File: config.mk
export PLATFORM = sky130hd
export DESIGN_NAME = servo_status_packet_checker_core
export DESIGN_NICKNAME = d
export VERILOG_FILES = /design/src/design/sspc_pkg.sv /design/src/design/sspc_front.sv /design/src/design/sspc_queue.sv /design/src/design/sspc_back.sv /design/src/design/servo_status_packet_checker_core.sv
export SDC_FILE = /design/constraint.sdc
export NUM_CORES = 1
export LEC_CHECK = 0
export BUFFER_PORTS_ARGS = -buffer_cell sky130_fd_sc_hd__buf_2
export CORE_AREA = 2 2 261 455
export DETAILED_ROUTE_END_ITERATION = 8
export DIE_AREA = 0 0 263 457
export PLACE_DENSITY = 0.57
export SKIP_CTS_REPAIR_TIMING = 1
export SYNTH_ARGS = -nofsm -noshare
export SYNTH_HDL_FRONTEND = slang
export SYNTH_SLANG_ARGS = --single-unit
File: constraint.sdc
create_clock -name clk -period 5.8 [get_ports clk]
set_clock_uncertainty 0.05 [all_clocks]
set_input_delay 1.45 -clock clk [delete_from_list [all_inputs] [get_ports clk]]
set_output_delay 1.45 -clock clk [all_outputs]
set_load 0.005 [all_outputs]
File: src/design/sspc_pkg.sv
// shared types and constants for the servo status packet checker
`timescale 1ns / 1ps

package sspc_pkg;

    localparam int MAX_PACKET_DEF   = 64;
    localparam int RECORD_BYTES_DEF = 44;

    localparam int BYTE_W   = 8;
    localparam int NPARAM_W = 7;
    localparam int OFFSET_W = 6;
    localparam int CFG_IDX_W = 1;

    localparam logic [BYTE_W-1:0] HEADER_BYTE = 8'hFF;

    localparam int ID_POS     = 2;
    localparam int LENGTH_POS = 3;
    localparam int PARAM_POS  = 5;
    localparam int MIN_PACKET = 6;
    localparam int LEN_BIAS   = 4;

    localparam logic [CFG_IDX_W-1:0] REG_FIRST_ID  = 1'b0;
    localparam logic [CFG_IDX_W-1:0] REG_SECOND_ID = 1'b1;

    typedef enum logic [2:0] {
        ST_OK     = 3'd0,
        ST_HEADER = 3'd1,
        ST_SUM    = 3'd2,
        ST_LENGTH = 3'd3,
        ST_ID     = 3'd4,
        ST_SIZE   = 3'd5
    } status_t;

    typedef enum logic [1:0] {
        BK_IDLE,
        BK_READ,
        BK_SHOW
    } back_state_t;

    typedef struct packed {
        status_t               status;
        logic                  slot;
        logic [NPARAM_W-1:0]   nparam;
        logic                  bank;
    } pkt_desc_t;

endpackage

File: src/design/sspc_front.sv
// front end: byte capture, running sum and packet judgement
`timescale 1ns / 1ps

module sspc_front #(
    parameter int MAX_PACKET   = sspc_pkg::MAX_PACKET_DEF,
    parameter int RECORD_BYTES = sspc_pkg::RECORD_BYTES_DEF
) (
    input  logic                            clk,
    input  logic                            rst_n,
    input  logic                            s_tvalid,
    output logic                            s_tready,
    input  logic [sspc_pkg::BYTE_W-1:0]     s_tdata,
    input  logic                            s_tlast,
    input  logic                            cfg_we,
    input  logic [sspc_pkg::CFG_IDX_W-1:0]  cfg_addr,
    input  logic [sspc_pkg::BYTE_W-1:0]     cfg_wdata,
    input  logic                            q_full,
    output logic                            push,
    output sspc_pkg::pkt_desc_t             push_desc,
    output logic                            wr_en,
    output logic [$clog2(MAX_PACKET):0]     wr_addr,
    output logic [sspc_pkg::BYTE_W-1:0]     wr_data
);

    localparam int AW    = $clog2(MAX_PACKET);
    localparam int CNT_W = $clog2(MAX_PACKET + 1);
    localparam int CMP_W = (CNT_W > sspc_pkg::BYTE_W) ? CNT_W : sspc_pkg::BYTE_W;

    logic [sspc_pkg::BYTE_W-1:0] first_id_reg, second_id_reg;
    logic [CNT_W-1:0]            cnt_reg, cnt_next;
    logic [sspc_pkg::BYTE_W-1:0] sum_reg, sum_next;
    logic                        ovf_reg, ovf_next;
    logic                        bank_reg, bank_next;
    logic [sspc_pkg::BYTE_W-1:0] h0_reg, h1_reg, id_reg, lenb_reg;

    logic                        acc;
    logic                        full;
    logic [CNT_W-1:0]            len;
    logic [CNT_W-1:0]            np_full;
    sspc_pkg::status_t           status;
    logic                        slot;
    logic [sspc_pkg::NPARAM_W-1:0] nparam;

    assign s_tready = !q_full;
    assign acc      = s_tvalid && s_tready;
    assign full     = (cnt_reg == CNT_W'(MAX_PACKET));
    assign len      = full ? cnt_reg : cnt_reg + CNT_W'(1);
    assign np_full  = len - CNT_W'(sspc_pkg::MIN_PACKET);

    assign wr_en   = acc && !full;
    assign wr_addr = {bank_reg, cnt_reg[AW-1:0]};
    assign wr_data = s_tdata;

    // judgement, first failing check wins
    always_comb
    begin
        status = sspc_pkg::ST_OK;
        slot   = 1'b0;
        if (ovf_reg || full || (len < CNT_W'(sspc_pkg::MIN_PACKET)))
        begin
            status = sspc_pkg::ST_SIZE;
        end
        else if ((h0_reg != sspc_pkg::HEADER_BYTE) || (h1_reg != sspc_pkg::HEADER_BYTE))
        begin
            status = sspc_pkg::ST_HEADER;
        end
        else if (~sum_reg != s_tdata)
        begin
            status = sspc_pkg::ST_SUM;
        end
        else if (CMP_W'(lenb_reg) != CMP_W'(len) - CMP_W'(sspc_pkg::LEN_BIAS))
        begin
            status = sspc_pkg::ST_LENGTH;
        end
        else if (id_reg == first_id_reg)
        begin
            slot = 1'b0;
        end
        else if (id_reg == second_id_reg)
        begin
            slot = 1'b1;
        end
        else
        begin
            status = sspc_pkg::ST_ID;
        end
    end

    always_comb
    begin
        if (int'(np_full) > RECORD_BYTES)
            nparam = sspc_pkg::NPARAM_W'(RECORD_BYTES);
        else
            nparam = sspc_pkg::NPARAM_W'(np_full);
    end

    assign push             = acc && s_tlast;
    assign push_desc.status = status;
    assign push_desc.slot   = slot;
    assign push_desc.nparam = nparam;
    assign push_desc.bank   = bank_reg;

    always_comb
    begin
        cnt_next  = cnt_reg;
        sum_next  = sum_reg;
        ovf_next  = ovf_reg;
        bank_next = bank_reg;
        if (acc)
        begin
            if (full)
            begin
                ovf_next = 1'b1;
            end
            else
            begin
                if (!s_tlast && (cnt_reg >= CNT_W'(sspc_pkg::ID_POS)))
                    sum_next = sum_reg + s_tdata;
                cnt_next = cnt_reg + CNT_W'(1);
            end
            if (s_tlast)
            begin
                cnt_next  = '0;
                sum_next  = '0;
                ovf_next  = 1'b0;
                bank_next = !bank_reg;
            end
        end
    end

    always_ff @(posedge clk or negedge rst_n)
    begin
        if (!rst_n)
        begin
            first_id_reg  <= 8'd1;
            second_id_reg <= 8'd2;
            cnt_reg       <= '0;
            sum_reg       <= '0;
            ovf_reg       <= 1'b0;
            bank_reg      <= 1'b0;
        end
        else
        begin
            if (cfg_we && (cfg_addr == sspc_pkg::REG_FIRST_ID))
                first_id_reg <= cfg_wdata;
            if (cfg_we && (cfg_addr == sspc_pkg::REG_SECOND_ID))
                second_id_reg <= cfg_wdata;
            cnt_reg  <= cnt_next;
            sum_reg  <= sum_next;
            ovf_reg  <= ovf_next;
            bank_reg <= bank_next;
        end
    end

    // header fields captured at their fixed positions
    always_ff @(posedge clk)
    begin
        if (wr_en)
        begin
            if (cnt_reg == CNT_W'(0))
                h0_reg <= s_tdata;
            if (cnt_reg == CNT_W'(1))
                h1_reg <= s_tdata;
            if (cnt_reg == CNT_W'(sspc_pkg::ID_POS))
                id_reg <= s_tdata;
            if (cnt_reg == CNT_W'(sspc_pkg::LENGTH_POS))
                lenb_reg <= s_tdata;
        end
    end

endmodule

File: src/design/sspc_queue.sv
// two-entry queue of judged packet descriptors
`timescale 1ns / 1ps

module sspc_queue (
    input  logic                 clk,
    input  logic                 rst_n,
    input  logic                 push,
    input  sspc_pkg::pkt_desc_t  push_desc,
    input  logic                 pop,
    output sspc_pkg::pkt_desc_t  head,
    output logic                 full,
    output logic                 empty
);

    sspc_pkg::pkt_desc_t entry_reg [2];
    logic                wp_reg, rp_reg;
    logic [1:0]          count_reg, count_next;

    assign full  = (count_reg == 2'd2);
    assign empty = (count_reg == 2'd0);
    assign head  = entry_reg[rp_reg];

    always_comb
    begin
        count_next = count_reg;
        if (push && !pop)
            count_next = count_reg + 2'd1;
        else if (pop && !push)
            count_next = count_reg - 2'd1;
    end

    always_ff @(posedge clk or negedge rst_n)
    begin
        if (!rst_n)
        begin
            wp_reg    <= 1'b0;
            rp_reg    <= 1'b0;
            count_reg <= '0;
        end
        else
        begin
            if (push)
                wp_reg <= !wp_reg;
            if (pop)
                rp_reg <= !rp_reg;
            count_reg <= count_next;
        end
    end

    always_ff @(posedge clk)
    begin
        if (push)
            entry_reg[wp_reg] <= push_desc;
    end

endmodule

File: src/design/sspc_back.sv
// back end: two-bank packet memory and parameter byte replay
`timescale 1ns / 1ps

module sspc_back #(
    parameter int MAX_PACKET = sspc_pkg::MAX_PACKET_DEF
) (
    input  logic                          clk,
    input  logic                          rst_n,
    input  logic                          wr_en,
    input  logic [$clog2(MAX_PACKET):0]   wr_addr,
    input  logic [sspc_pkg::BYTE_W-1:0]   wr_data,
    input  logic                          q_empty,
    input  sspc_pkg::pkt_desc_t           head,
    output logic                          pop,
    output logic                          m_tvalid,
    input  logic                          m_tready,
    output logic [23:0]                   m_tdata,
    output logic                          m_tuser,
    output logic                          m_tlast
);

    localparam int AW    = $clog2(MAX_PACKET);
    localparam int DEPTH = 2 * MAX_PACKET;

    logic [sspc_pkg::BYTE_W-1:0] mem [DEPTH];
    logic [sspc_pkg::BYTE_W-1:0] rd_data_reg;

    sspc_pkg::back_state_t state_reg, state_next;
    sspc_pkg::pkt_desc_t   desc_reg;
    logic [sspc_pkg::OFFSET_W-1:0] idx_reg;

    sspc_pkg::status_t             o_status_reg;
    logic                          o_slot_reg;
    logic                          o_carries_reg;
    logic [sspc_pkg::OFFSET_W-1:0] o_offset_reg;
    logic [sspc_pkg::BYTE_W-1:0]   o_value_reg;
    logic                          o_last_reg;

    logic                          rd_en;
    logic                          rd_bank;
    logic [sspc_pkg::OFFSET_W-1:0] rd_idx;
    logic [AW:0]                   rd_addr;
    logic                          single;

    assign single  = (head.status != sspc_pkg::ST_OK) || (head.nparam == '0);
    assign rd_addr = {rd_bank, AW'(rd_idx) + AW'(sspc_pkg::PARAM_POS)};

    assign m_tdata = {6'b0, o_value_reg, o_offset_reg, o_slot_reg, o_status_reg};
    assign m_tuser = o_carries_reg;
    assign m_tlast = o_last_reg;

    always_comb
    begin
        state_next = state_reg;
        unique case (state_reg)
            sspc_pkg::BK_IDLE:
            begin
                if (!q_empty)
                    state_next = single ? sspc_pkg::BK_SHOW : sspc_pkg::BK_READ;
            end
            sspc_pkg::BK_READ:
            begin
                state_next = sspc_pkg::BK_SHOW;
            end
            sspc_pkg::BK_SHOW:
            begin
                if (m_tready)
                    state_next = o_last_reg ? sspc_pkg::BK_IDLE : sspc_pkg::BK_READ;
            end
            default:
            begin
                state_next = sspc_pkg::BK_IDLE;
            end
        endcase
    end

    always_comb
    begin
        rd_en    = 1'b0;
        rd_bank  = desc_reg.bank;
        rd_idx   = idx_reg + sspc_pkg::OFFSET_W'(1);
        pop      = 1'b0;
        m_tvalid = 1'b0;
        unique case (state_reg)
            sspc_pkg::BK_IDLE:
            begin
                rd_en   = !q_empty && !single;
                rd_bank = head.bank;
                rd_idx  = '0;
            end
            sspc_pkg::BK_READ:
            begin
                rd_en = 1'b0;
            end
            sspc_pkg::BK_SHOW:
            begin
                m_tvalid = 1'b1;
                pop      = m_tready && o_last_reg;
                rd_en    = m_tready && !o_last_reg;
            end
            default:
            begin
                rd_en = 1'b0;
            end
        endcase
    end

    always_ff @(posedge clk or negedge rst_n)
    begin
        if (!rst_n)
            state_reg <= sspc_pkg::BK_IDLE;
        else
            state_reg <= state_next;
    end

    always_ff @(posedge clk)
    begin
        if (wr_en)
            mem[wr_addr] <= wr_data;
        if (rd_en)
            rd_data_reg <= mem[rd_addr];
    end

    always_ff @(posedge clk)
    begin
        if (state_reg == sspc_pkg::BK_IDLE && !q_empty)
        begin
            desc_reg      <= head;
            idx_reg       <= '0;
            o_status_reg  <= head.status;
            o_slot_reg    <= (head.status == sspc_pkg::ST_OK) ? head.slot : 1'b0;
            o_carries_reg <= 1'b0;
            o_offset_reg  <= '0;
            o_value_reg   <= '0;
            o_last_reg    <= 1'b1;
        end
        else if (state_reg == sspc_pkg::BK_READ)
        begin
            o_status_reg  <= sspc_pkg::ST_OK;
            o_slot_reg    <= desc_reg.slot;
            o_carries_reg <= 1'b1;
            o_offset_reg  <= idx_reg;
            o_value_reg   <= rd_data_reg;
            o_last_reg    <= (sspc_pkg::NPARAM_W'(idx_reg) + sspc_pkg::NPARAM_W'(1)
                              == desc_reg.nparam);
        end
        else if (state_reg == sspc_pkg::BK_SHOW && m_tready && !o_last_reg)
        begin
            idx_reg <= idx_reg + sspc_pkg::OFFSET_W'(1);
        end
    end

endmodule

File: src/design/servo_status_packet_checker_core.sv
// top level of the servo status packet checker
// a rejected or empty packet gives one result beat loaded straight from the queued descriptor; a packet with
// parameter bytes replays one beat per byte, each read from the packet memory and registered in READ before SHOW
// throughput: 1 byte per cycle in while the queue is not full; replay paced by the registered packet memory read
// the two-bank memory and two-entry queue let the next packet arrive during replay
// reset: async active low, ids return to 1 and 2, counters and queue cleared, memory not cleared
`timescale 1ns / 1ps

module servo_status_packet_checker_core #(
    parameter int MAX_PACKET   = sspc_pkg::MAX_PACKET_DEF,
    parameter int RECORD_BYTES = sspc_pkg::RECORD_BYTES_DEF
) (
    input  logic                            clk,
    input  logic                            rst_n,
    input  logic                            s_tvalid,
    output logic                            s_tready,
    input  logic [7:0]                      s_tdata,  // rx_byte
    input  logic                            s_tlast,
    output logic                            m_tvalid,
    input  logic                            m_tready,
    output logic [23:0]                     m_tdata,  // status, servo_slot, byte_offset, byte_value
    output logic                            m_tuser,  // carries_byte
    output logic                            m_tlast,
    input  logic                            cfg_we,
    input  logic [sspc_pkg::CFG_IDX_W-1:0]  cfg_addr,
    input  logic [7:0]                      cfg_wdata
);

    localparam int AW = $clog2(MAX_PACKET);

    logic                push;
    sspc_pkg::pkt_desc_t push_desc;
    sspc_pkg::pkt_desc_t head;
    logic                pop, q_full, q_empty;
    logic                wr_en;
    logic [AW:0]         wr_addr;
    logic [7:0]          wr_data;

    sspc_front #(
        .MAX_PACKET   (MAX_PACKET),
        .RECORD_BYTES (RECORD_BYTES)
    ) u_front (
        .clk       (clk),
        .rst_n     (rst_n),
        .s_tvalid  (s_tvalid),
        .s_tready  (s_tready),
        .s_tdata   (s_tdata),
        .s_tlast   (s_tlast),
        .cfg_we    (cfg_we),
        .cfg_addr  (cfg_addr),
        .cfg_wdata (cfg_wdata),
        .q_full    (q_full),
        .push      (push),
        .push_desc (push_desc),
        .wr_en     (wr_en),
        .wr_addr   (wr_addr),
        .wr_data   (wr_data)
    );

    sspc_queue u_queue (
        .clk       (clk),
        .rst_n     (rst_n),
        .push      (push),
        .push_desc (push_desc),
        .pop       (pop),
        .head      (head),
        .full      (q_full),
        .empty     (q_empty)
    );

    sspc_back #(
        .MAX_PACKET (MAX_PACKET)
    ) u_back (
        .clk      (clk),
        .rst_n    (rst_n),
        .wr_en    (wr_en),
        .wr_addr  (wr_addr),
        .wr_data  (wr_data),
        .q_empty  (q_empty),
        .head     (head),
        .pop      (pop),
        .m_tvalid (m_tvalid),
        .m_tready (m_tready),
        .m_tdata  (m_tdata),
        .m_tuser  (m_tuser),
        .m_tlast  (m_tlast)
    );

endmodule

# [Word level (Yosys, flattened, before mapping)]
# Memory sizes are Yosys's and may differ from the RTL's. A register that Yosys moved wholly into a read port is not among the register bits.
# Cells that the tools add are included.
[totals] memories=2 mem_bits_rw=1048 output_inout_bits=28 in_bits=23 wordCells=147 register_bits=106
[memory_table] memory="u_back.mem" words=128 width=8 rd=1 rd_clocked_by_memory_dff=1 write_ports=1 line_no="sspc_back.sv:25" source="logic [sspc_pkg::BYTE_W-1:0] mem [DEPTH];"
[memory_table] memory="u_queue.entry_reg" words=2 width=12 rd=1 rd_clocked_by_memory_dff=0 write_ports=1 line_no="sspc_queue.sv:15" source="sspc_pkg::pkt_desc_t entry_reg [2];"
[classes] n_eq_ne=17 n_mux=41 magnitude_cmp=3 bitwise_logic=3 n_addsub=9 reduce_logical=48
[op_table] op="$mux 3" count=8
[op_table] op="$mux 8" count=3
[op_table] op="$mux 7" count=3
[op_table] op="$mux 1" count=19
[op_table] op="$eq 8x8->1" count=2
[op_table] op="$ne 8x8->1" count=2
[op_table] op="$ne 8x8->1 const B" count=2
[op_table] op="$reduce_and 2->1" count=8
[op_table] op="$eq 7x2->1 const B" count=2
[op_table] op="$logic_and 1x1->1" count=14
[op_table] op="$logic_not 7->1" count=2
[op_table] op="$logic_not 1->1" count=11
[op_table] op="$mux 2" count=5
[op_table] op="$add 8x8->8" count=1
[op_table] op="$not 8->8" count=1
[op_table] op="$reduce_bool 2->1" count=4
[op_table] op="$sub 7x3->8 const B" count=1
[op_table] op="$add 6x1->7 const B" count=1
[op_table] op="$add 7x1->7 const B" count=1
[op_table] op="$eq 7x1->1 const B" count=1
[op_table] op="$eq 7x7->1" count=1
[op_table] op="$eq 7x7->1 const B" count=1
[op_table] op="$ge 7x2->1 const B" count=1
[op_table] op="$gt 7x6->1 const B" count=1
[op_table] op="18 further kinds" count=26

# [Longest topological paths before layout]
# Gate-level depths: netlist of the first run.
[depth] word_depth=8 mapped_depth=19 ltp_nobuf=13

# [Hierarchy]
# A second synthesis of the first run with hierarchy kept.
[unflattened] hier_cells=2343 area_unflattened_um2=46542.1
[modules_own_cells] mod="sspc_back" seq_area_each_um2=31870.6 n_inst=1 cells_each=1966 area_each_um2=41795.1
[modules_own_cells] mod="sspc_front" seq_area_each_um2=1789.2 n_inst=1 cells_each=324 area_each_um2=3659.8
[modules_own_cells] mod="sspc_queue" seq_area_each_um2=820.8 n_inst=1 cells_each=53 area_each_um2=1087.3

# [Least setup slack after synthesis of the first run]
# OpenSTA, ideal clock, no wires.
[synth_timing] kind="flip-flop to flip-flop" from="register u_back.state_reg[1]" to="register u_back.rd_data_reg[2] (netlist name), read port of u_back.mem, data pin" synth_period_minus_slack_ps=4195 stages_incl_launch_ff=17 setup_ps=269 arrival_ps=3875 n_path_buf=8 path_slack_ps=1605 required_ps=5481 path_cell_list="dfrtp_1 -> nor2_2 -> nor2_2 -> buf_4 -> buf_2 -> buf_4 -> buf_4 -> ha_1 -> clkbuf_1 -> buf_2 -> clkbuf_1 -> clkbuf_1 -> mux4_2 -> nand2_1 -> a31oi_1 -> a211oi_1 -> o32ai_1"
[synth_between] elab_chain_len=3 word_cells_on_any_way=6 classes_between="add/sub (1); eq/ne (1); mux (3); reduce/logical (1)"
[synth_lines] item="start, declared" line_no="sspc_back.sv:28" source="sspc_pkg::back_state_t state_reg, state_next;"
[synth_lines] item="start signal, assigned" line_no="sspc_back.sv:111" source="state_reg <= sspc_pkg::BK_IDLE;"
[synth_lines] item="start signal, assigned" line_no="sspc_back.sv:113" source="state_reg <= state_next;"
[synth_lines] item="$logic_not 2->1" line_no="sspc_back.sv:84" source="unique case (state_reg)"
[synth_lines] item="$mux 6" line_no="sspc_back.sv:84"
[synth_lines] item="$add 6x3->6" line_no="sspc_back.sv:46" source="assign rd_addr = {rd_bank, AW'(rd_idx) + AW'(sspc_pkg::PARAM_POS)};"
[synth_lines] item="end, declared" line_no="sspc_back.sv:26" source="logic [sspc_pkg::BYTE_W-1:0] rd_data_reg;"
# Several ways; a longest one is shown, not always the timed one.
# A chain may end at the register's enable or synchronous reset.

# [Worst setup path after layout of the first run]
[layout_timing] from="register u_back.idx_reg[0] (netlist name)" to="register u_back.rd_data_reg[3] (netlist name), read port of u_back.mem, data pin"
[layout_between] elab_chain_len=3
[layout_lines] item="start, declared" line_no="sspc_back.sv:30" source="logic [sspc_pkg::OFFSET_W-1:0] idx_reg;"
[layout_lines] item="start signal, assigned" line_no="sspc_back.sv:149" source="idx_reg <= idx_reg + sspc_pkg::OFFSET_W'(1);"
[layout_lines] item="$add 6x1->6" line_no="sspc_back.sv:81" source="rd_idx = idx_reg + sspc_pkg::OFFSET_W'(1);"
[layout_lines] item="$mux 6" line_no="sspc_back.sv:84"
[layout_lines] item="$add 6x3->6" line_no="sspc_back.sv:46"
# Every way passes these cells.

==> results.json, run 1 <==
{
  "p_per_area_mw_per_mm2": 438,
  "min_path_type": "reg -> reg",
  "clockBufferDepth": 3,
  "dieWidth_um": 263,
  "startpoint": "u_back.idx_reg[0]$_SDFFE_PP0P_",
  "setup_tns_ns": 0,
  "worst-path-buf-inv": 1,
  "fin_crit_ns": 4.49,
  "firstDrtPassIters": 5,
  "drc": 0,
  "p_int_w": 0.0160,
  "combPwrFrac_pct": 27.2,
  "synth_area_per_cell_um2": 19.6,
  "wl_per_cell_um": 30.1,
  "overflow": 0,
  "dp_slack_ns": 1.40,
  "area_growth_pct": 11.8,
  "synth_edf_count": 1101,
  "netlist_area_mm2": 0.0462,
  "clockPowerShare_pct": 30.3,
  "drt_wl_total_um": 122000,
  "htreeDepth": 3,
  "switching_share_pct": 29.4,
  "seq_area_mm2": 0.0345,
  "setup_violations": 0,
  "drive_above_1_share_pct": 23.4,
  "worstPathArrival_ns": 4.86,
  "portBuffers": 44,
  "synthCells": 2358,
  "antenna_found_initial": 4,
  "grt_pass1_vias": 24279,
  "rr_startpoint": "u_back.idx_reg[0]$_SDFFE_PP0P_",
  "initial_core_util_pct": 39.6,
  "cp-end-kind": "register",
  "clkSinkCount": 1162,
  "synth.area.top_cells": "edfxtp_1 71%, mux4_2 14%, dfrtp_1 2.0%",
  "cp_common_cell": "mux4_2",
  "p_seq_share_pct": 42.5,
  "holdCritStartpoint": "u_back.o_value_reg[5]$_SDFFE_PP0P_",
  "clk_pin_slew_ns": 0.07,
  "viasPerCell": 5.67,
  "final_common_cell": "edfxtp_1",
  "fillers": 10056,
  "reg2reg_slack_ns": 1.31,
  "grt_first_pass_wirelength_um": 174000,
  "cp_cell_sequence": "ha_1 -> and2_1 -> ha_4 -> buf_12 -> mux4_2 -> mux4_2 -> nor2_1 -> a31oi_1 -> a21oi_1 -> o32ai_1",
  "tightestPinTransition_ns": 1.34,
  "synth_top_area_share_pct": 71.5,
  "synth_cell_type_count": 66,
  "hpwlAfterDp_um": 79900,
  "netSwitchingPower_w": 0.00667,
  "whs_ns": 0.407,
  "ys.flop_type": "edfxtp_1",
  "worst_skew_pair.late_latency_ns": 0.72,
  "yosys_warnings": 0,
  "path_delay_family": "adder cells",
  "die_area_mm2": 0.120,
  "ant_nets": 0,
  "nets": 2483,
  "grt_usage_pct": 20.3,
  "synth-seq-cells": 1162,
  "required_ns": 6.17,
  "cap_violations": 0,
  "io_pins": 51,
  "final_cell_mix": "1101 x edfxtp_1, 280 x mux4_2, 175 x nor2_1",
  "power_w": 0.0227,
  "post-route-worst-setup-slack_ns": 1.31,
  "root_buffer": "clkbuf_16",
  "fp.coreArea_mm2": 0.117,
  "period_share_pct": 77.4,
  "p_leak_nw": 16.3,
  "path_class": "reg -> reg",
  "largest_reg_flops": 1024,
  "crit_path_max_fanout": 50,
  "grt_max_degree": 133,
  "ir_drop_mv": 0.452,
  "startpoint_type": "register",
  "rows": 166,
  "drt_iter0_drc": 1720,
  "yosysTopAreaCell": "edfxtp_1",
  "die_h_um": 457,
  "outcome": "complete, no violations",
  "gp_congestion": 0.855,
  "cts_tree": "built",
  "fmax_mhz": 223,
  "seq_area_frac_synth_pct": 74.6,
  "slew_headroom_pct": 9.39,
  "slew_viol_final": 0,
  "final-hold-violation-count": 0,
  "cts_buffers": 97,
  "synthArstFlopShare_pct": 3.36,
  "crit_slowest_cell": "ha_4",
  "multiInputGateArea_mm2": 0.0112,
  "rsz0062_at_grt": "false",
  "worst_path_largest_cell_delay_ns": 0.85,
  "num_vias": 22889
}
==> cells by family (layout without fill, tap and decap cells) <==
group | Yosys count | in the layout | share of synthesized area (%)
mux | 346 | 346 | 15.5
simple gates | 486 | 486 | 4.63
xor+xnor | 66 | 66 | 1.30
compound gates | 140 | 140 | 2.03
buf+inv | 139 | 296 | 1.49
fa+ha+maj | 18 | 18 | 0.503
other cells | 1 | 10 | 0.00811
flops | 1162 | 1162 | 74.6
==> metrics by stage <==
stage	area (µm²)	utilization [%]	instances
6_report	51700	44.3	4036
5_1_grt	51700	44.3	4035
4_1_cts	51700	44.3	4034
3_5_place_dp	48400	41.5	3855
3_3_place_gp	48400	41.5	3855
2_1_floorplan	46300	-	2365
==> worst paths after layout <==
kind | cells after the start | end
worst max register to register | 10 | u_back.rd_data_reg[3]$_DFFE_PP_
worst max-delay path | 10 | u_back.rd_data_reg[3]$_DFFE_PP_
worst min-delay path | 2 | u_back.o_value_reg[5]$_SDFFE_PP0P_
min in group asynchronous | 1 | u_queue.rp_reg$_DFFE_PN0P_
worst min register to register | 2 | u_back.o_value_reg[5]$_SDFFE_PP0P_
max in group asynchronous | 1 | u_front.second_id_reg[3]$_DFFE_PN0P_
==> worst min-delay path, delay by kind of cell (launching register included) <==
family / cells / cell delay (ns)
DFF: 1 / 0.31
and+or+nand+nor: 1 / 0.05
AOI/OAI and AO/OA: 1 / 0.05
==> cell type report <==
| type | count | area share, % |
|---|---|---|
| Sequential cell | 1162 | 66.7 |
| Multi-Input combinational cell | 1064 | 21.6 |
| Clock buffer | 120 | 5.08 |
| Tap cell | 1512 | 3.66 |
| Timing Repair Buffer | 105 | 1.59 |
| Clock inverter | 59 | 1.31 |
| Inverter | 12 | 0.0871 |
| Antenna cell | 2 | 0.00968 |
==> power groups by stage <==
| stage | Sequential (W) | Combinational, W | Clock, W |
|---|---|---|---|
| 2_1_floorplan | 0.00973 | 0.00414 | 0 |
| 3_3_place_gp | 0.00981 | 0.00629 | 0 |
| 3_5_place_dp | 0.00982 | 0.00631 | 0 |
| 4_1_cts | 0.00964 | 0.00633 | 0.00697 |
| 5_1_grt | 0.00965 | 0.00652 | 0.00726 |
| 6_report | 0.00964 | 0.00617 | 0.00686 |
==> cells in the mapped netlist (16+ instances only) <==
cell	n
nor2_1	175
mux2i_1	24
buf_2	27
nand3_1	41
nand4_1	27
nand2_1	169
xor2_1	17
edfxtp_1	1101
a21oi_1	33
dfrtp_1	37
o21ai_0	20
ha_1	17
mux4_2	280
mux2_2	32
buf_4	26
clkbuf_1	65
and3_1	16
xnor2_1	47
dfxtp_1	22
==> per-layer routing <==
metal	track usage, %	wire [µm]	vias to the layer above
met3	2.70	5920	197
met4	11.5	7240	4
met2	37.9	66900	767
li1	-	-	9692
met5	0	31	-
met1	22.0	41600	12229
No activity file was read; power rests on OpenSTA's default activity.
==> run 2, diff against run 1 <==
==> constraint.sdc (replaced) <==
create_clock -name clk -period 4.3 [get_ports clk]
set_clock_uncertainty 0.05 [all_clocks]
set_input_delay 1.075 -clock clk [delete_from_list [all_inputs] [get_ports clk]]
set_output_delay 1.075 -clock clk [all_outputs]
set_load 0.005 [all_outputs]
==> run 2 against run 1 <==
Combinational power grew 34%. Sequential share of layout area fell by 0.35 points. Clock power grew 36%. Largest power group unchanged. Critical path type unchanged. Worst setup slack worse by 1.1 ns. Largest cell class unchanged.
==> results.json, run 2 (synthesis results as in run 1) <==
{
  "outcome": "complete, no violations",
  "worstPathArrival_ns": 4.45,
  "drt_wl_total_um": 120000,
  "power_w": 0.0305,
  "cts_tree": "built",
  "ir_drop_mv": 0.478,
  "fp.coreArea_mm2": 0.117,
  "cap_violations": 0,
  "gp_congestion": 0.843,
  "hpwlAfterDp_um": 78800,
  "setup_violations": 0,
  "switching_share_pct": 28.9,
  "ant_nets": 0,
  "slew_headroom_pct": 10.0,
  "clkSinkCount": 1162,
  "rsz0062_at_grt": "false",
  "drt_iter0_drc": 1777,
  "combPwrFrac_pct": 27.1,
  "rows": 166,
  "wl_per_cell_um": 29.6,
  "grt_max_degree": 133,
  "p_seq_share_pct": 42.5,
  "path_class": "reg -> reg",
  "worst_skew_pair.late_latency_ns": 0.71,
  "portBuffers": 44,
  "grt_pass1_vias": 24391,
  "final-hold-violation-count": 0,
  "setup_tns_ns": 0,
  "htreeDepth": 3,
  "p_per_area_mw_per_mm2": 587,
  "startpoint_type": "register",
  "netSwitchingPower_w": 0.00883,
  "required_ns": 4.70,
  "die_area_mm2": 0.120,
  "min_path_type": "reg -> reg",
  "largest_reg_flops": 1024,
  "grt_usage_pct": 20.2,
  "fin_util_pct": 44.5,
  "num_vias": 22900,
  "p_int_w": 0.0217,
  "clockPowerShare_pct": 30.5,
  "area_growth_pct": 12.4,
  "tightestPinTransition_ns": 1.34,
  "overflow": 0,
  "initial_core_util_pct": 39.6,
  "cts_buffers": 97,
  "p_leak_nw": 16.5,
  "final_common_cell": "edfxtp_1",
  "slew_viol_final": 0,
  "period_share_pct": 94.2,
  "drc": 0,
  "dieWidth_um": 263,
  "clk_pin_slew_ns": 0.06,
  "die_h_um": 457,
  "io_pins": 51,
  "antenna_found_initial": 5,
  "fmax_mhz": 247,
  "cp-end-kind": "register",
  "fin_crit_ns": 4.05,
  "root_buffer": "clkbuf_16",
  "drive_above_1_share_pct": 24.4,
  "clockBufferDepth": 3,
  "crit_path_max_fanout": 31,
  "firstDrtPassIters": 5,
  "viasPerCell": 5.63,
  "nets": 2514,
  "final_cell_mix": "1101 x edfxtp_1, 280 x mux4_2, 175 x nor2_1",
  "grt_first_pass_wirelength_um": 174000
}
run 2: cell types whose count changed in the layout (fill, tap and decap cells not counted), moves of 4 or more:
| cell | delta |
|---|---|
| buf_4 | +29 |
| clkbuf_1 | -4 |
| clkinv_1 | +4 |
| clkinv_4 | +6 |
| clkinvlp_4 | -6 |
run 2: final cells by class:
| class | instances | area (µm²) |
|---|---|---|
| Multi-Input combinational cell | 1064 | 11200 |
| Tap cell | 1512 | 1890 |
| Clock inverter | 67 | 754 |
| Inverter | 12 | 45.0 |
| Timing Repair Buffer | 136 | 1080 |
| Antenna cell | 1 | 2.50 |
| Fill cell | 10028 | 64700 |
| Sequential cell | 1162 | 34500 |
| Clock buffer | 113 | 2560 |
run 2: path summary, 6_finish.rpt:
check	start	end	slack, ns	cells after the start
worst min-delay path	u_back.o_value_reg[7]$_SDFFE_PP0P_	u_back.o_value_reg[7]$_SDFFE_PP0P_	0.41	2
worst max-delay path	u_back.idx_reg[0]$_SDFFE_PP0P_	u_back.rd_data_reg[4]$_DFFE_PP_	0.25	10
min in group asynchronous	rst_n	u_front.cnt_reg[3]$_DFFE_PN0P_	0.48	1
worst min register to register	u_back.o_value_reg[7]$_SDFFE_PP0P_	u_back.o_value_reg[7]$_SDFFE_PP0P_	0.41	2
worst max register to register	u_back.idx_reg[0]$_SDFFE_PP0P_	u_back.rd_data_reg[4]$_DFFE_PP_	0.25	10
max in group asynchronous	rst_n	u_front.sum_reg[0]$_DFFE_PN0P_	3.03	1
run 2: power groups by stage:
| stage | sequential [W] | combinational [W] | clock, W |
|---|---|---|---|
| global placement | 0.0132 | 0.00833 | 0 |
| finish | 0.0130 | 0.00826 | 0.00930 |
| global route | 0.0130 | 0.00874 | 0.00983 |
| CTS | 0.0130 | 0.00844 | 0.00946 |
| detailed placement | 0.0132 | 0.00841 | 0 |
| floorplan | 0.0131 | 0.00559 | 0 |
run 2: critical path, cell delays in order (launching register included):
cell and delay [ns]:
dfxtp_1 0.58, ha_1 0.35, and2_1 0.19, ha_4 0.47, buf_12 0.25, buf_4 0.25
mux4_2 0.34, mux4_1 0.63, nand2_1 0.13, a311oi_1 0.17, a211o_1 0.32
run 2: metrics by stage:
stage               instances  area, µm²  setup WS (ns)  hold slack (ns)
detailed placement       3886      48700          0.233            0.399
floorplan                2365      46300          0.105            0.390
finish                   4067      52000          0.249            0.412
global placement         3886      48700          0.310            0.395
global route             4067      52000          0.134            0.431
CTS                      4066      52000          0.241            0.409
run 2: layer usage:
layer	wire length, µm	vias up	GRT usage (%)
met4	7680	0	11.6
li1	-	9750	-
met2	65700	756	37.4
met5	0	-	0
met3	5590	210	2.63
met1	41500	12184	22.0
==> run 3, diff against run 2 <==
--- a/config.mk
+++ b/config.mk
@@ -6,11 +6,13 @@
 export NUM_CORES = 1
 export LEC_CHECK = 0
 export BUFFER_PORTS_ARGS = -buffer_cell sky130_fd_sc_hd__buf_2
-export CORE_AREA = 2 2 261 455
+export CORE_AREA = 2 2 241 422
 export DETAILED_ROUTE_END_ITERATION = 8
-export DIE_AREA = 0 0 263 457
-export PLACE_DENSITY = 0.57
+export DIE_AREA = 0 0 243 424
+export PLACE_DENSITY = 0.65
+export REMOVE_ABC_BUFFERS = 1
 export SKIP_CTS_REPAIR_TIMING = 1
 export SYNTH_ARGS = -nofsm -noshare
 export SYNTH_HDL_FRONTEND = slang
+export SYNTH_HIERARCHICAL = 1
 export SYNTH_SLANG_ARGS = --single-unit
==> run 3 against run 2 <==
Final cell count down 3.0%. Final area up 0.90%. Global-route usage up 2.2 points. Worst setup slack worse by 0.057 ns. Flip-flop and latch count unchanged. Power down 1.3%. Sequential share of layout area down 0.59 points. Die area down 14%. Non-clock buffer count up 91. Synthesized cell count down 0.64%. Fmax down 1.4%. Via count up 1.3%. Critical path type unchanged. Largest cell class unchanged. Largest power group unchanged. Highest routed layer unchanged.
==> results.json, run 3 <==
{
  "firstDrtPassIters": 5,
  "whs_ns": 0.402,
  "wl_per_cell_um": 28.9,
  "synth_edf_count": 1101,
  "viasPerCell": 5.88,
  "fp.coreArea_mm2": 0.0998,
  "post-route-worst-setup-slack_ns": 0.191,
  "grt_first_pass_wirelength_um": 167000,
  "period_share_pct": 95.5,
  "tightestPinTransition_ns": 1.09,
  "initial_core_util_pct": 46.6,
  "overflow": 0,
  "fillers": 7922,
  "final-hold-violation-count": 0,
  "worst-path-buf-inv": 0,
  "ir_drop_mv": 0.366,
  "ant_nets": 0,
  "synth-seq-cells": 1162,
  "cts_buffers": 99,
  "rows": 154,
  "cts_tree": "built",
  "path_class": "reg -> reg",
  "highest_layer": "met4",
  "yosysMostFrequentCell": "edfxtp_1",
  "drt_wl_total_um": 114000,
  "dp.cells": 3764,
  "die_h_um": 424,
  "startpoint_type": "register",
  "die_area_mm2": 0.103,
  "area_growth_pct": 12.7,
  "clk_pin_slew_ns": 0.07,
  "cap_violations": 0,
  "synth_cell_type_count": 75,
  "grt_max_degree": 125,
  "worst_path_largest_cell_delay_ns": 0.59,
  "fmax_mhz": 243,
  "p_per_area_mw_per_mm2": 574,
  "setup_tns_ns": 0,
  "dieWidth_um": 243,
  "synthCells": 2343,
  "drt_iter0_drc": 2049,
  "yosysTopAreaCell": "edfxtp_1",
  "seq_area_frac_synth_pct": 74.1,
  "grt_usage_pct": 22.4,
  "cp-end-kind": "register",
  "num_vias": 23197,
  "synthTopCellsByCount": "1101 x edfxtp_1, 296 x mux4_2, 166 x nor2_1, 119 x nand2_1, 55 x clkbuf_1",
  "largest_reg_flops": 1024,
  "multiInputGateArea_mm2": 0.0113,
  "io_pins": 51,
  "r2r-end": "u_back/rd_data_reg[3]$_DFFE_PP_",
  "holdPathEnd": "u_back/o_value_reg[3]$_SDFFE_PP0P_",
  "netlist_area_mm2": 0.0465,
  "crit_path_max_fanout": 15,
  "clkSinkCount": 1162,
  "rr_startpoint": "u_back/state_reg[1]$_DFFE_PN0P_",
  "reg2reg_depth": 11,
  "outcome": "complete, no violations",
  "drive_above_1_share_pct": 28.0,
  "yosys_warnings": 6,
  "dp_slack_ns": 0.213,
  "whs_path_depth": 2,
  "htreeDepth": 3,
  "grt_pass1_vias": 24210,
  "worstPathArrival_ns": 4.49,
  "gp_congestion": 0.900,
  "final_cell_count_no_fill": 3947,
  "reg2reg_slack_ns": 0.19,
  "p_leak_nw": 17.1,
  "final_cell_mix": "1101 x edfxtp_1, 296 x mux4_2, 176 x buf_4",
  "final_common_cell": "edfxtp_1",
  "slew_headroom_pct": 27.3,
  "wl_met2_um": 65100,
  "hpwlAfterDp_um": 77500,
  "ys.flop_type": "edfxtp_1",
  "drt-met1-wl_um": 40100,
  "fin_util_pct": 52.6,
  "synth_top_area_share_pct": 71.0,
  "clockBufferDepth": 3,
  "route.met3.wl_um": 4860,
  "crit_slowest_cell": "o21ai_0",
  "holdCritStartpoint": "u_back/o_value_reg[3]$_SDFFE_PP0P_",
  "setup_violations": 0,
  "slew_viol_final": 0,
  "required_ns": 4.68,
  "synthArstFlopShare_pct": 3.36,
  "drc": 0,
  "root_buffer": "clkbuf_16",
  "nets": 2581,
  "rsz0062_at_grt": "false",
  "path_delay_family": "compound AO/OA/AOI/OAI gates",
  "num_antenna_cells": 0,
  "min_path_type": "reg -> reg",
  "synth_area_per_cell_um2": 19.9,
  "synth.area.top_cells": "edfxtp_1 71%, mux4_2 14%, dfrtp_1 2.0%",
  "cp_cell_sequence": "or2_2 -> and2_1 -> ha_4 -> o21a_1 -> o22a_1 -> and4_1 -> nor2_4 -> mux2_2 -> o21ai_0 -> a211oi_1 -> a211o_1",
  "antenna_found_initial": 2,
  "fin_crit_ns": 4.11,
  "worst_skew_pair.late_latency_ns": 0.69,
  "seq_area_mm2": 0.0345,
  "portBuffers": 44
}
run 3: changes by cell type in the layout (fill, tap and decap cells not counted), moves of 8 or more:
cell / before / now
mux4_2: 280 / 296
and2_1: 4 / 15
nand2_1: 168 / 119
buf_4: 88 / 176
nand3_1: 41 / 33
nor2_1: 175 / 166
nor3_1: 11 / 21
xnor2_1: 46 / 36
clkinv_4: 10 / 1
mux2_4: 0 / 9
mux2i_1: 22 / 31
mux4_1: 9 / 0
run 3: kinds of logic (layout without fill, tap and decap cells):
| group | after synthesis | count (layout) | synth area share (%) |
|---|---|---|---|
| AND/OR/NAND/NOR | 443 | 443 | 4.41 |
| flip-flops | 1162 | 1162 | 74.1 |
| AO/OA/AOI/OAI | 141 | 141 | 2.04 |
| adder cells (fa/ha/maj) | 19 | 19 | 0.527 |
| XOR/XNOR | 60 | 60 | 1.16 |
| other | 2 | 7 | 0.0161 |
| multiplexers | 365 | 365 | 16.0 |
| buffers and inverters | 151 | 424 | 1.78 |
run 3: through the flow:
step                      total power [W]  instance area [µm²]
after floorplan                    0.0186                45800
after global placement             0.0216                49300
after detailed placement           0.0217                49300
after CTS                          0.0305                52500
after global routing               0.0312                52500
final                              0.0301                52500
run 3: report_power, final:
part | internal (W) | switching (W)
sequential | 0.0128 | 0.000185
combinational | 0.00385 | 0.00445
clock | 0.00487 | 0.00400
run 3: worst reg2reg max path: cells and delay by family (launching register included):
family / cells / cell delay, ns
AO/OA/AOI/OAI: 5 / 1.50
adder cells (fa/ha/maj): 1 / 0.17
flip-flops: 1 / 0.46
multiplexers: 1 / 0.41
AND/OR/NAND/NOR: 4 / 1.28
run 3: worst max-delay path by stage:
stage / slack [ns] / end / cells past startpoint / from
4_1_cts: 0.20 / u_back/rd_data_reg[3]$_DFFE_PP_ / 11 / u_back/state_reg[1]$_DFFE_PN0P_
3_3_place_gp: 0.28 / u_back/rd_data_reg[3]$_DFFE_PP_ / 11 / u_back/state_reg[1]$_DFFE_PN0P_
6_report: 0.19 / u_back/rd_data_reg[3]$_DFFE_PP_ / 11 / u_back/state_reg[1]$_DFFE_PN0P_
3_5_place_dp: 0.21 / u_back/rd_data_reg[3]$_DFFE_PP_ / 11 / u_back/state_reg[1]$_DFFE_PN0P_
5_1_grt: 0.11 / u_back/rd_data_reg[3]$_DFFE_PP_ / 11 / u_back/state_reg[1]$_DFFE_PN0P_
2_1_floorplan: -9.89 / u_back/rd_data_reg[5]$_DFFE_PP_ / 8 / u_back/state_reg[0]$_DFFE_PN0P_
run 3: cell type report:
type | instances | share of cell area (%)
flip-flops and latches | 1162 | 65.7
multi-input cells | 1035 | 21.5
clock buffers | 117 | 4.93
repair buffers | 227 | 3.43
well taps | 1326 | 3.16
clock inverters | 66 | 1.14
inverters | 14 | 0.100
run 3: metal layers:
metal | track usage [%] | up-vias
li1 | - | 9866
met1 | 25.4 | 12440
met2 | 42.9 | 721
met3 | 2.54 | 170
met4 | 8.36 | 0
met5 | 0 | -
